### config.mk
export PLATFORM = sky130hd
export DESIGN_NAME = sorted_priority_queue_top_flat
export DESIGN_NICKNAME = d
export VERILOG_FILES = /design/src/hw/rtl/spq_pkg.sv /design/src/hw/rtl/spq_if.sv /design/src/hw/rtl/spq_cell.sv /design/src/hw/rtl/spq_out_buf.sv /design/src/hw/rtl/sorted_priority_queue_top.sv /design/src/flat_wrapper.sv
export SDC_FILE = /design/constraint.sdc
export NUM_CORES = 2
export LEC_CHECK = 0
export BUFFER_PORTS_ARGS = -buffer_cell sky130_fd_sc_hd__buf_4
export CAP_MARGIN = 20
export CORE_MARGIN = 2
export CORE_UTILIZATION = 29
export CTS_CLUSTER_DIAMETER = 80
export DETAILED_ROUTE_END_ITERATION = 12
export PLACE_DENSITY = 0.41
export SLEW_MARGIN = 20
export SYNTH_ARGS = -nofsm -noshare
export SYNTH_HDL_FRONTEND = slang
export SYNTH_SLANG_ARGS = --single-unit
### constraint.sdc
create_clock -name i_clk -period 8.95 [get_ports i_clk]
set_input_delay 0.4475 -clock i_clk [delete_from_list [all_inputs] [get_ports i_clk]]
set_output_delay 0.4475 -clock i_clk [all_outputs]
set_load 0.02 [all_outputs]
### src/hw/rtl/spq_pkg.sv
// Package for the sorted priority queue: shared widths, status codes,
// the cell control word and the result word. No dependencies.
`default_nettype none

package spq_pkg;

    // Defaults for the top-level parameters
    localparam int DEPTH_DEF        = 16;
    localparam int PAYLOAD_BITS_DEF = 32;

    // Fixed field widths of the channels
    localparam int CMD_W     = 1;
    localparam int PAY_W     = 32;
    localparam int PRIO_W    = 16;
    localparam int STATUS_W  = 2;
    localparam int FILL_W    = 5;

    // Command codes
    localparam logic [CMD_W-1:0] CMD_INSERT = 1'b0;
    localparam logic [CMD_W-1:0] CMD_REMOVE = 1'b1;

    // Result status codes
    typedef enum logic [STATUS_W-1:0] {
        ST_INSERTED = 2'd0,
        ST_REMOVED  = 2'd1,
        ST_EMPTY    = 2'd2,
        ST_FULL     = 2'd3
    } t_status;

    // Control broadcast to every cell in the row
    typedef struct packed {
        logic                     ins;
        logic                     rem;
        logic signed [PRIO_W-1:0] prio;
    } t_cell_ctl;

    // One result word
    typedef struct packed {
        t_status                  status;
        logic        [PAY_W-1:0]  out_payload;
        logic signed [PRIO_W-1:0] out_prio;
        logic                     is_empty;
        logic        [FILL_W-1:0] fill;
    } t_result;

endpackage

`default_nettype wire

### src/hw/rtl/spq_if.sv
// Channel interfaces of the sorted priority queue: command in, result out.
// Depends on spq_pkg for the field widths.
`default_nettype none

interface spq_in_if;
    logic                               valid;
    logic                               ready;
    logic [spq_pkg::CMD_W-1:0]          command;
    logic [spq_pkg::PAY_W-1:0]          payload;
    logic signed [spq_pkg::PRIO_W-1:0]  prio;

    modport source (output valid, command, payload, prio, input ready);
    modport sink   (input valid, command, payload, prio, output ready);
endinterface

interface spq_out_if;
    logic                               valid;
    logic                               ready;
    logic [spq_pkg::STATUS_W-1:0]       status;
    logic [spq_pkg::PAY_W-1:0]          out_payload;
    logic signed [spq_pkg::PRIO_W-1:0]  out_prio;
    logic                               is_empty;
    logic [spq_pkg::FILL_W-1:0]         fill;

    modport source (output valid, status, out_payload, out_prio, is_empty, fill,
                    input ready);
    modport sink   (input valid, status, out_payload, out_prio, is_empty, fill,
                    output ready);
endinterface

`default_nettype wire

### src/hw/rtl/spq_cell.sv
// One slot of the sorted queue row: holds a priority and a payload and
// shifts towards either neighbour. Depends on spq_pkg.
`default_nettype none

module spq_cell #(
    parameter int PAYLOAD_BITS = spq_pkg::PAYLOAD_BITS_DEF
) (
    input  wire                                i_clk,
    input  wire spq_pkg::t_cell_ctl            i_ctl,
    input  wire        [PAYLOAD_BITS-1:0]      i_new_payload,
    input  wire                                i_occupied,
    input  wire                                i_left_keep,
    input  wire signed [spq_pkg::PRIO_W-1:0]   i_left_prio,
    input  wire        [PAYLOAD_BITS-1:0]      i_left_payload,
    input  wire signed [spq_pkg::PRIO_W-1:0]   i_right_prio,
    input  wire        [PAYLOAD_BITS-1:0]      i_right_payload,
    output logic                               o_keep,
    output logic signed [spq_pkg::PRIO_W-1:0]  o_prio,
    output logic       [PAYLOAD_BITS-1:0]      o_payload
);
    import spq_pkg::*;

    logic signed [PRIO_W-1:0]  r_prio;
    logic signed [PRIO_W-1:0]  n_prio;
    logic [PAYLOAD_BITS-1:0]   r_payload;
    logic [PAYLOAD_BITS-1:0]   n_payload;

    // Held entry ranks ahead of (or level with) the incoming one
    assign o_keep    = i_occupied && ($signed(r_prio) >= $signed(i_ctl.prio));
    assign o_prio    = r_prio;
    assign o_payload = r_payload;

    // Next slot contents: hold, take the new word, or shift
    always_comb begin
        n_prio    = r_prio;
        n_payload = r_payload;
        if (i_ctl.rem) begin
            n_prio    = i_right_prio;
            n_payload = i_right_payload;
        end else if (i_ctl.ins && !o_keep) begin
            if (i_left_keep) begin
                n_prio    = i_ctl.prio;
                n_payload = i_new_payload;
            end else begin
                n_prio    = i_left_prio;
                n_payload = i_left_payload;
            end
        end
    end

    // Payload store, no reset
    always_ff @(posedge i_clk) begin
        r_prio    <= n_prio;
        r_payload <= n_payload;
    end

endmodule

`default_nettype wire

### src/hw/rtl/spq_out_buf.sv
// Two-word output buffer (output register plus skid) for result words.
// Depends on spq_pkg and spq_out_if.
`default_nettype none

module spq_out_buf (
    input  wire                    i_clk,
    input  wire                    i_rst_n,
    input  wire                    i_valid,
    output logic                   o_ready,
    input  wire spq_pkg::t_result  i_word,
    spq_out_if.source              o_res,
    output logic                   o_out_valid,
    output logic                   o_skid_valid
);
    import spq_pkg::*;

    logic    r_out_valid;
    logic    r_skid_valid;
    t_result r_out;
    t_result r_skid;
    logic    w_take;
    logic    w_drain;

    assign o_ready      = !r_skid_valid;
    assign w_take       = i_valid && o_ready;
    assign w_drain      = r_out_valid && o_res.ready;
    assign o_out_valid  = r_out_valid;
    assign o_skid_valid = r_skid_valid;

    // Valid flags
    always_ff @(posedge i_clk) begin
        if (!i_rst_n) begin
            r_out_valid  <= 1'b0;
            r_skid_valid <= 1'b0;
        end else if (r_skid_valid) begin
            if (w_drain) begin
                r_skid_valid <= 1'b0;
            end
        end else if (w_take) begin
            if (r_out_valid && !w_drain) begin
                r_skid_valid <= 1'b1;
            end else begin
                r_out_valid <= 1'b1;
            end
        end else if (w_drain) begin
            r_out_valid <= 1'b0;
        end
    end

    // Word registers
    always_ff @(posedge i_clk) begin
        if (r_skid_valid) begin
            if (w_drain) begin
                r_out <= r_skid;
            end
        end else if (w_take) begin
            if (r_out_valid && !w_drain) begin
                r_skid <= i_word;
            end else begin
                r_out <= i_word;
            end
        end
    end

    assign o_res.valid       = r_out_valid;
    assign o_res.status      = r_out.status;
    assign o_res.out_payload = r_out.out_payload;
    assign o_res.out_prio    = r_out.out_prio;
    assign o_res.is_empty    = r_out.is_empty;
    assign o_res.fill        = r_out.fill;

endmodule

`default_nettype wire

### src/hw/rtl/sorted_priority_queue_top.sv
// Sorted priority queue: row of DEPTH shifting cells, entry count, output buffer.
// Depends on spq_pkg, spq_if, spq_cell, spq_out_buf.
// All cells compare and shift together; result words leave via the output buffer.
// Throughput: one command word per cycle while the output buffer has room.
// Reset: synchronous, active low; empties the queue (count to zero) and the
// output buffer. Slot contents are not cleared; no clearing pass.
`default_nettype none

module sorted_priority_queue_top #(
    parameter int DEPTH        = spq_pkg::DEPTH_DEF,
    parameter int PAYLOAD_BITS = spq_pkg::PAYLOAD_BITS_DEF
) (
    input  wire        i_clk,
    input  wire        i_rst_n,
    spq_in_if.sink     i_cmd,
    spq_out_if.source  o_res
);
    import spq_pkg::*;

    localparam int CW = $clog2(DEPTH + 1);

    logic [CW-1:0]            r_count;
    logic [CW-1:0]            n_count;
    logic                     w_fire;
    logic                     w_full;
    logic                     w_empty;
    t_cell_ctl                w_ctl;
    t_result                  w_res;
    logic                     w_buf_ready;
    logic                     w_out_valid;
    logic                     w_skid_valid;
    logic [PAYLOAD_BITS-1:0]  w_new_payload;

    logic                     w_keep    [DEPTH];
    logic signed [PRIO_W-1:0] w_prio    [DEPTH];
    logic [PAYLOAD_BITS-1:0]  w_payload [DEPTH];

    assign i_cmd.ready   = w_buf_ready;
    assign w_fire        = i_cmd.valid && w_buf_ready;
    assign w_full        = (r_count == CW'(DEPTH));
    assign w_empty       = (r_count == '0);
    assign w_new_payload = PAYLOAD_BITS'(i_cmd.payload);

    // Command decode into the cell broadcast
    always_comb begin
        w_ctl.ins  = w_fire && (i_cmd.command == CMD_INSERT) && !w_full;
        w_ctl.rem  = w_fire && (i_cmd.command == CMD_REMOVE) && !w_empty;
        w_ctl.prio = i_cmd.prio;
    end

    // Entry count
    always_comb begin
        n_count = r_count;
        if (w_ctl.ins) begin
            n_count = r_count + CW'(1);
        end else if (w_ctl.rem) begin
            n_count = r_count - CW'(1);
        end
    end

    always_ff @(posedge i_clk) begin
        if (!i_rst_n) begin
            r_count <= '0;
        end else begin
            r_count <= n_count;
        end
    end

    // Row of cells; cell 0 is the head
    for (genvar gi = 0; gi < DEPTH; gi++) begin : g_cell
        logic                     w_left_keep;
        logic signed [PRIO_W-1:0] w_left_prio;
        logic [PAYLOAD_BITS-1:0]  w_left_payload;
        logic signed [PRIO_W-1:0] w_right_prio;
        logic [PAYLOAD_BITS-1:0]  w_right_payload;

        if (gi == 0) begin : g_head
            assign w_left_keep    = 1'b1;
            assign w_left_prio    = i_cmd.prio;
            assign w_left_payload = w_new_payload;
        end else begin : g_body
            assign w_left_keep    = w_keep[gi-1];
            assign w_left_prio    = w_prio[gi-1];
            assign w_left_payload = w_payload[gi-1];
        end

        if (gi == DEPTH - 1) begin : g_tail
            assign w_right_prio    = '0;
            assign w_right_payload = '0;
        end else begin : g_mid
            assign w_right_prio    = w_prio[gi+1];
            assign w_right_payload = w_payload[gi+1];
        end

        spq_cell #(
            .PAYLOAD_BITS (PAYLOAD_BITS)
        ) u_cell (
            .i_clk           (i_clk),
            .i_ctl           (w_ctl),
            .i_new_payload   (w_new_payload),
            .i_occupied      (CW'(gi) < r_count),
            .i_left_keep     (w_left_keep),
            .i_left_prio     (w_left_prio),
            .i_left_payload  (w_left_payload),
            .i_right_prio    (w_right_prio),
            .i_right_payload (w_right_payload),
            .o_keep          (w_keep[gi]),
            .o_prio          (w_prio[gi]),
            .o_payload       (w_payload[gi])
        );
    end

    // Result word
    always_comb begin
        w_res.out_payload = '0;
        w_res.out_prio    = '0;
        case (i_cmd.command)
            CMD_REMOVE: begin
                if (w_empty) begin
                    w_res.status = ST_EMPTY;
                end else begin
                    w_res.status      = ST_REMOVED;
                    w_res.out_payload = PAY_W'(w_payload[0]);
                    w_res.out_prio    = w_prio[0];
                end
            end
            default: begin
                w_res.status = w_full ? ST_FULL : ST_INSERTED;
            end
        endcase
        w_res.is_empty = (n_count == '0);
        w_res.fill     = FILL_W'(n_count);
    end

    spq_out_buf u_out_buf (
        .i_clk        (i_clk),
        .i_rst_n      (i_rst_n),
        .i_valid      (i_cmd.valid),
        .o_ready      (w_buf_ready),
        .i_word       (w_res),
        .o_res        (o_res),
        .o_out_valid  (w_out_valid),
        .o_skid_valid (w_skid_valid)
    );

    // Checks
    a_count_range: assert property (@(posedge i_clk) disable iff (!i_rst_n)
        r_count <= CW'(DEPTH))
        else $error("entry count beyond depth");

    a_skid_behind_out: assert property (@(posedge i_clk) disable iff (!i_rst_n)
        w_skid_valid |-> w_out_valid)
        else $error("skid word held with empty output register");

    a_insert_count: assert property (@(posedge i_clk) disable iff (!i_rst_n)
        w_ctl.ins |=> (r_count == $past(r_count) + CW'(1)))
        else $error("insert did not advance the entry count");

    a_head_order: assert property (@(posedge i_clk) disable iff (!i_rst_n)
        (r_count >= CW'(2)) |-> ($signed(w_prio[0]) >= $signed(w_prio[1])))
        else $error("head entry out of priority order");

endmodule

`default_nettype wire

### src/flat_wrapper.sv
// flat-port wrapper written by rule: the top's interface ports become plain ports
module sorted_priority_queue_top_flat import spq_pkg::*;
#(
    parameter int DEPTH        = spq_pkg::DEPTH_DEF,
    parameter int PAYLOAD_BITS = spq_pkg::PAYLOAD_BITS_DEF
)
  (i_clk, i_rst_n, i_cmd_valid, i_cmd_command, i_cmd_payload, i_cmd_prio, i_cmd_ready, o_res_valid, o_res_status, o_res_out_payload, o_res_out_prio, o_res_is_empty, o_res_fill, o_res_ready);
  spq_in_if i_cmd_i ();
  spq_out_if o_res_i ();
  input  wire i_clk;
  input  wire i_rst_n;
  input wire logic [$bits(i_cmd_i.valid)-1:0] i_cmd_valid;
  input wire logic [$bits(i_cmd_i.command)-1:0] i_cmd_command;
  input wire logic [$bits(i_cmd_i.payload)-1:0] i_cmd_payload;
  input wire logic [$bits(i_cmd_i.prio)-1:0] i_cmd_prio;
  output wire logic [$bits(i_cmd_i.ready)-1:0] i_cmd_ready;
  output wire logic [$bits(o_res_i.valid)-1:0] o_res_valid;
  output wire logic [$bits(o_res_i.status)-1:0] o_res_status;
  output wire logic [$bits(o_res_i.out_payload)-1:0] o_res_out_payload;
  output wire logic [$bits(o_res_i.out_prio)-1:0] o_res_out_prio;
  output wire logic [$bits(o_res_i.is_empty)-1:0] o_res_is_empty;
  output wire logic [$bits(o_res_i.fill)-1:0] o_res_fill;
  input wire logic [$bits(o_res_i.ready)-1:0] o_res_ready;
  assign i_cmd_i.valid = i_cmd_valid;
  assign i_cmd_i.command = i_cmd_command;
  assign i_cmd_i.payload = i_cmd_payload;
  assign i_cmd_i.prio = i_cmd_prio;
  assign i_cmd_ready = i_cmd_i.ready;
  assign o_res_valid = o_res_i.valid;
  assign o_res_status = o_res_i.status;
  assign o_res_out_payload = o_res_i.out_payload;
  assign o_res_out_prio = o_res_i.out_prio;
  assign o_res_is_empty = o_res_i.is_empty;
  assign o_res_fill = o_res_i.fill;
  assign o_res_i.ready = o_res_ready;
  sorted_priority_queue_top #(.DEPTH(DEPTH), .PAYLOAD_BITS(PAYLOAD_BITS)) u_core (.i_clk(i_clk), .i_rst_n(i_rst_n), .i_cmd(i_cmd_i), .o_res(o_res_i));
endmodule
# --- Word-level counts from Yosys, hierarchy flattened ---
# Cells that the tools add are included.
op_classes:
  n_addsub: 2
  n_mul: 0
  div: 0
  magnitude_cmp: 32
  n_eq_ne: 4
  n_shift: 0
  n_mux: 108
  bitwise: 2
  reduce_logical: 81
ops:
  columns: ["op", "n"]
  rows:
  - ["$mux W32", 45]
  - ["$mux W16", 45]
  - ["$ge A16 B16 Y1", 16]
  - ["$mux W56", 4]
  - ["$mux W48", 2]
  - ["$lt A4 B5 Y1 const A", 8]
  - ["$logic_and A1 B1 Y1", 39]
  - ["$reduce_bool A2 Y1", 17]
  - ["$logic_not A1 Y1", 20]
  - ["$lt A3 B5 Y1 const A", 4]
  - ["$logic_not A5 Y1", 2]
  - ["$lt A1 B5 Y1 const A", 2]
  - ["$lt A2 B5 Y1 const A", 2]
  - ["$mux W5", 2]
  - ["$reduce_and A3 Y1", 3]
  - ["$mux W1", 7]
  - ["$mux W2", 3]
  - ["$add A5 B1 Y5 const B", 1]
  - ["$eq A5 B5 Y1 const B", 1]
  - ["$sub A5 B1 Y5 const B", 1]
  - ["$ne A2 B2 Y1 const B", 2]
  - ["$ne A2 B1 Y1 const B", 1]
  - ["$not A1 Y1", 2]
word_totals:
  regBits: 887
  latch_bits: 0
  ramBits: 0
  rom_bits: 0
  inputBits: 53
  out_inout_bits: 58
  wordCells: 274
  n_memories: 0

# --- Depth between registers and ports, before layout ---
depth:
  word_depth: 10
  mapped_depth: 13
  ltp_nobuf: 9

# --- Cells and area by module ---
# A second synthesis with hierarchy kept.
hier_totals:
  hier_cells: 4741
  hier_area_um2: 52305.2
modules_own_cells:
  columns: ["module", "instances", "cells_each", "area_each_um2", "seq_area_each_um2"]
  rows:
  - ["spq_cell at u_core.g_cell[0].u_cell ...", 10, 274, 2921.6, 1441.4]
  - ["spq_cell at u_core.g_cell[4].u_cell ...", 6, 279, 2956.6, 1441.4]
  - ["spq_out_buf", 1, 190, 4400.5, 3403.3]
  - ["sorted_priority_queue_top", 1, 137, 949.7, 100.1]

# --- Worst setup path after synthesis ---
# OpenSTA, ideal clock, no wires.
synth_path:
  path_type: "input-to-reg"
  from: "in i_cmd_prio[11]"
  to: "reg u_core.g_cell[7].u_cell.r_payload[0] (enable)"
  setup_time_ps: 520
  arrival_time_ps: 5994
  required_ps: 8430
  slack_ps: 2436
  cell_stages: 11
  path_buffers: 2
  cell_sequence: "clkbuf_1 inv_1 ha_1 a21oi_1 o21ai_0 a221oi_1 o311ai_1 a21oi_1 clkbuf_1 inv_1 o21ai_0"
synth_between:
  elab_chain_len: 5
synth_lines:
  columns: ["element", "line", "text"]
  rows:
  - ["start, declared", "flat_wrapper.sv:15", "input wire logic [$bits(i_cmd_i.prio)-1:0] i_cmd_prio;"]
  - ["$ge A16 B16 Y1", "spq_cell.sv:29", "assign o_keep = i_occupied && ($signed(r_prio) >= $signed(i_ctl.prio));"]
  - ["$logic_and A1 B1 Y1", "spq_cell.sv:29", null]
  - ["$logic_not A1 Y1", "spq_cell.sv:40", "end else if (i_ctl.ins && !o_keep) begin"]
  - ["$logic_and A1 B1 Y1", "spq_cell.sv:40", null]
  - ["$reduce_bool A2 Y1 (no source line)", null, null]
  - ["end signal, assigned", "spq_cell.sv:54", "r_payload <= n_payload;"]
  - ["end, declared", "spq_cell.sv:25", "logic [PAYLOAD_BITS-1:0] r_payload;"]
# Every way passes these cells.
# A chain may end at the register's enable or synchronous reset.

# --- Worst setup path after layout ---
layout_path:
  from: "reg u_core.g_cell[2].u_cell.r_prio[1]"
  to: "reg u_core.g_cell[2].u_cell.r_payload[26] (enable)"
layout_between:
  elab_chain_len: 5
layout_lines:
  columns: ["element", "line", "text"]
  rows:
  - ["start, declared", "spq_cell.sv:23", "logic signed [PRIO_W-1:0] r_prio;"]
  - ["start signal, assigned", "spq_cell.sv:53", "r_prio <= n_prio;"]
  - ["$ge A16 B16 Y1", "spq_cell.sv:29", null]
  - ["$logic_and A1 B1 Y1", "spq_cell.sv:29", null]
  - ["$logic_not A1 Y1", "spq_cell.sv:40", null]
  - ["$logic_and A1 B1 Y1", "spq_cell.sv:40", null]
  - ["$reduce_bool A2 Y1 (no source line)", null, null]
  - ["end signal, assigned", "spq_cell.sv:54", null]
  - ["end, declared", "spq_cell.sv:25", null]
# Every way passes these cells.

==> flow_summary.toml <==
[grt]
overflow = 0
grt_max_degree = 226
antenna_found_initial = 7
grt.total_usage_pct = 20.98
grt_pass1_wl_um = 263500
grt_pass1_vias = 35959

[route]
ant_nets = 0
drc = 0
drt_wl_total_um = 182000
viasPerCell = 5.276
drt-initial-drc-count = 3128
vias = 36451
wl_per_cell_um = 26.35
drt_pass1_iterations = 5

[sta]
rsz0062_at_grt = "no"
maxSlewViolCount = 0
tns_ns = 0
fmax_ghz = 0.2122
slew_headroom_pct = 26.02
skew_ns = 0.03955
period_share_pct = 52.66
hold_viol = 0
tightest_slew_ns = 1.110
holdWs_ns = 0.09091
finalSetupViolations = 0
fin_ws_ns = 4.237
fin_crit_ns = 4.713

[place]
dp_hpwl_um = 117100
pre_cts_ws_ns = 3.586
post-place-cells = 6692
io_buffers = 110
place_congestion = 0.8852
place_area_um2 = 51750

[die]
start_util_pct = 29.16
dieArea_um2 = 171200
core.rowCount = 150
die_w_um = 413.8
die_h_um = 413.8
coreArea_um2 = 167000
ios = 111

[synthesis]
yosys_warnings = 0
synth_mux_area_share_pct = 10.18
yosys.area_share.adder_pct = 6.680
yosysSeqAreaShare_pct = 53.56
synthDistinctLibCells = 66
synth-xor-area-share_pct = 0.07194
synth_compound_area_share_pct = 13.56
synth-edff-count = 832
ys_seq_elements = 887
synth_nets = 4969
syn_area_um2 = 48700
yosys.area_share.simple_pct = 12.27
yosys.area.top_type = "edfxtp_1"
synth_top_family_by_area = "compound AO/OA/AOI/OAI gates"
yosysTopAreaCellShare_pct = 51.30
synth_ff_type = "edfxtp_1"
yosys-top-cells-area = "edfxtp_1 (51%), mux2i_1 (8.9%), nand2_1 (6.7%), ha_1 (6.7%), a21oi_1 (5.5%)"
avgSynthCellArea_um2 = 10.46
synthArstFlopShare_pct = 0
synthCells = 4656

[clock_tree]
cts.clk_slew.worst_paths_ns = 0.06
cts_tree = "built"
cts_setup_buffers = 0
post_cts_resized = 0
numClockSinks = 887
cts-root-buf = "clkbuf_16"
cts.path.max_buffers = 3
cts_buffers = 111
cts_htree_levels = 3
clock_latency_ns = 0.75

[cells_and_area]
finish.utilization_pct = 33.15
finalNetCount = 4917
layout-drive-gt1-share_pct = 9.491
final_cells = 6909
area_delta_synth_final_pct = 13.70
final_cell_area_um2 = 55370
final_common_cell = "nand2_1"
final_cell_mix = "nand2_1 (868), edfxtp_1 (832), a21oi_1 (525)"

[power_and_ir_drop]
pwr_density_cell_nw_per_um2 = 318.3
ir_worst_vdd_mv = 0.1639
p_leak_nw = 19.93
total_power_mw = 17.62

[setup_path]
critPathArrivalTime_ns = 5.06
cp.required_ns = 9.29
ff2ff_setup_slack_ns = 4.24
cp-end-kind = "flop"
crit_fanout = 37
critPathKind = "flop to flop"
cp_slowest_stage_delay_ns = 0.74
cp_cell_sequence = "ha_1 -> nor2b_1 -> o211ai_1 -> a2111oi_0 -> or4b_1 -> and3_2 -> a21oi_4 -> buf_4"
start_kind = "flop"
crit_slowest_cell = "buf_4"

[outcome]
outcome = "finished clean"

[job]
maxCapViolCount = 0

[hold_path]
hold_class = "input pin to flop"
==> sequential cells by signal, summed over array words and instances, names as in the netlist <==
signal and cells:
u_core.u_out_buf.o_res.out_prio 16, u_core.u_out_buf.o_res.out_payload 32, u_core.r_count 5, u_core.u_out_buf.o_res.is_empty 1, u_core.u_out_buf.r_skid 56, u_core.u_out_buf.o_out_valid 1
u_core.u_out_buf.o_res.status 2, u_core.g_cell.u_cell.o_payload 512, u_core.u_out_buf.o_skid_valid 1, u_core.u_out_buf.o_res.fill 5, u_core.g_cell.u_cell.o_prio 256
==> what timing repair did <==
action | in CTS | in global routing
setup endpoints to repair | 0 | 0
hold buffers | 3 | 0
endpoints found under the hold margin | 7 | 0
==> layout make-up <==
class / instances / area [um^2]
clock inverter: 72 / 680.7
multi-input combinational: 3369 / 21210
timing repair buffer: 191 / 1568
sequential: 887 / 26090
fill: 17035 / 111700
antenna: 6 / 15.01
tap: 2204 / 2758
clock buffer: 136 / 2892
inverter: 44 / 165.2
==> per-layer routing <==
layer,routed length (um),part of all wire [%],track usage [%]
met5,21,0.012,0
met2,85480,47,34.58
met3,8021,4.4,2.453
met1,83950,46,29.02
met4,4565,2.5,5.697
==> synth_stat cells (23+ instances only) <==
library cell and n:
o21ai_0 75, inv_1 43, nand2_1 868, mux2_2 53, mux2i_1 433, o21ai_1 401
nand3_1 127, and3_1 54, edfxtp_1 832, nand4_1 60, a21oi_1 533, clkbuf_1 201
o211ai_1 108, buf_2 101, nor2b_1 27, buf_1 23, ha_1 260, nor2_1 218
dfxtp_1 55
==> critical path, delay by kind of cell (launching register included) <==
family / cells / cell delay (ns)
AOI/OAI and AO/OA: 3 / 1.35
adders and majority gates: 1 / 0.33
buffers and inverters: 1 / 0.74
DFF: 1 / 0.48
and+or+nand+nor: 3 / 1.34
==> report_power, final <==
| group | leakage (nW) | internal, mW | switching (mW) |
|---|---|---|---|
| clock | 1.74 | 2.56 | 1.94 |
| sequential | 8.36 | 6.45 | 0.922 |
| combinational | 9.83 | 1.91 | 3.83 |
==> kinds of logic (layout without fill, tap and decap cells) <==
| group | after synthesis | in the layout |
|---|---|---|
| flip-flops | 887 | 887 |
| other | 0 | 6 |
| adder cells (fa/ha/maj) | 260 | 260 |
| multiplexers | 488 | 488 |
| XOR/XNOR | 4 | 4 |
| AND/OR/NAND/NOR | 1409 | 1409 |
| AO/OA/AOI/OAI | 1208 | 1208 |
| buffers and inverters | 400 | 443 |
==> path summary, 6_finish.rpt <==
| kind | from | to | depth (start not counted) |
|---|---|---|---|
| max | u_core.g_cell[2].u_cell.o_prio[1] | u_core.g_cell[2].u_cell.o_payload[26] | 8 |
| min | i_cmd_valid | u_core.u_out_buf.o_out_valid | 3 |
| max reg2reg | u_core.g_cell[2].u_cell.o_prio[1] | u_core.g_cell[2].u_cell.o_payload[26] | 8 |
| min reg2reg | u_core.u_out_buf.r_skid[5] | u_core.u_out_buf.o_res.is_empty | 2 |
Power figures use the tool's default switching activity.
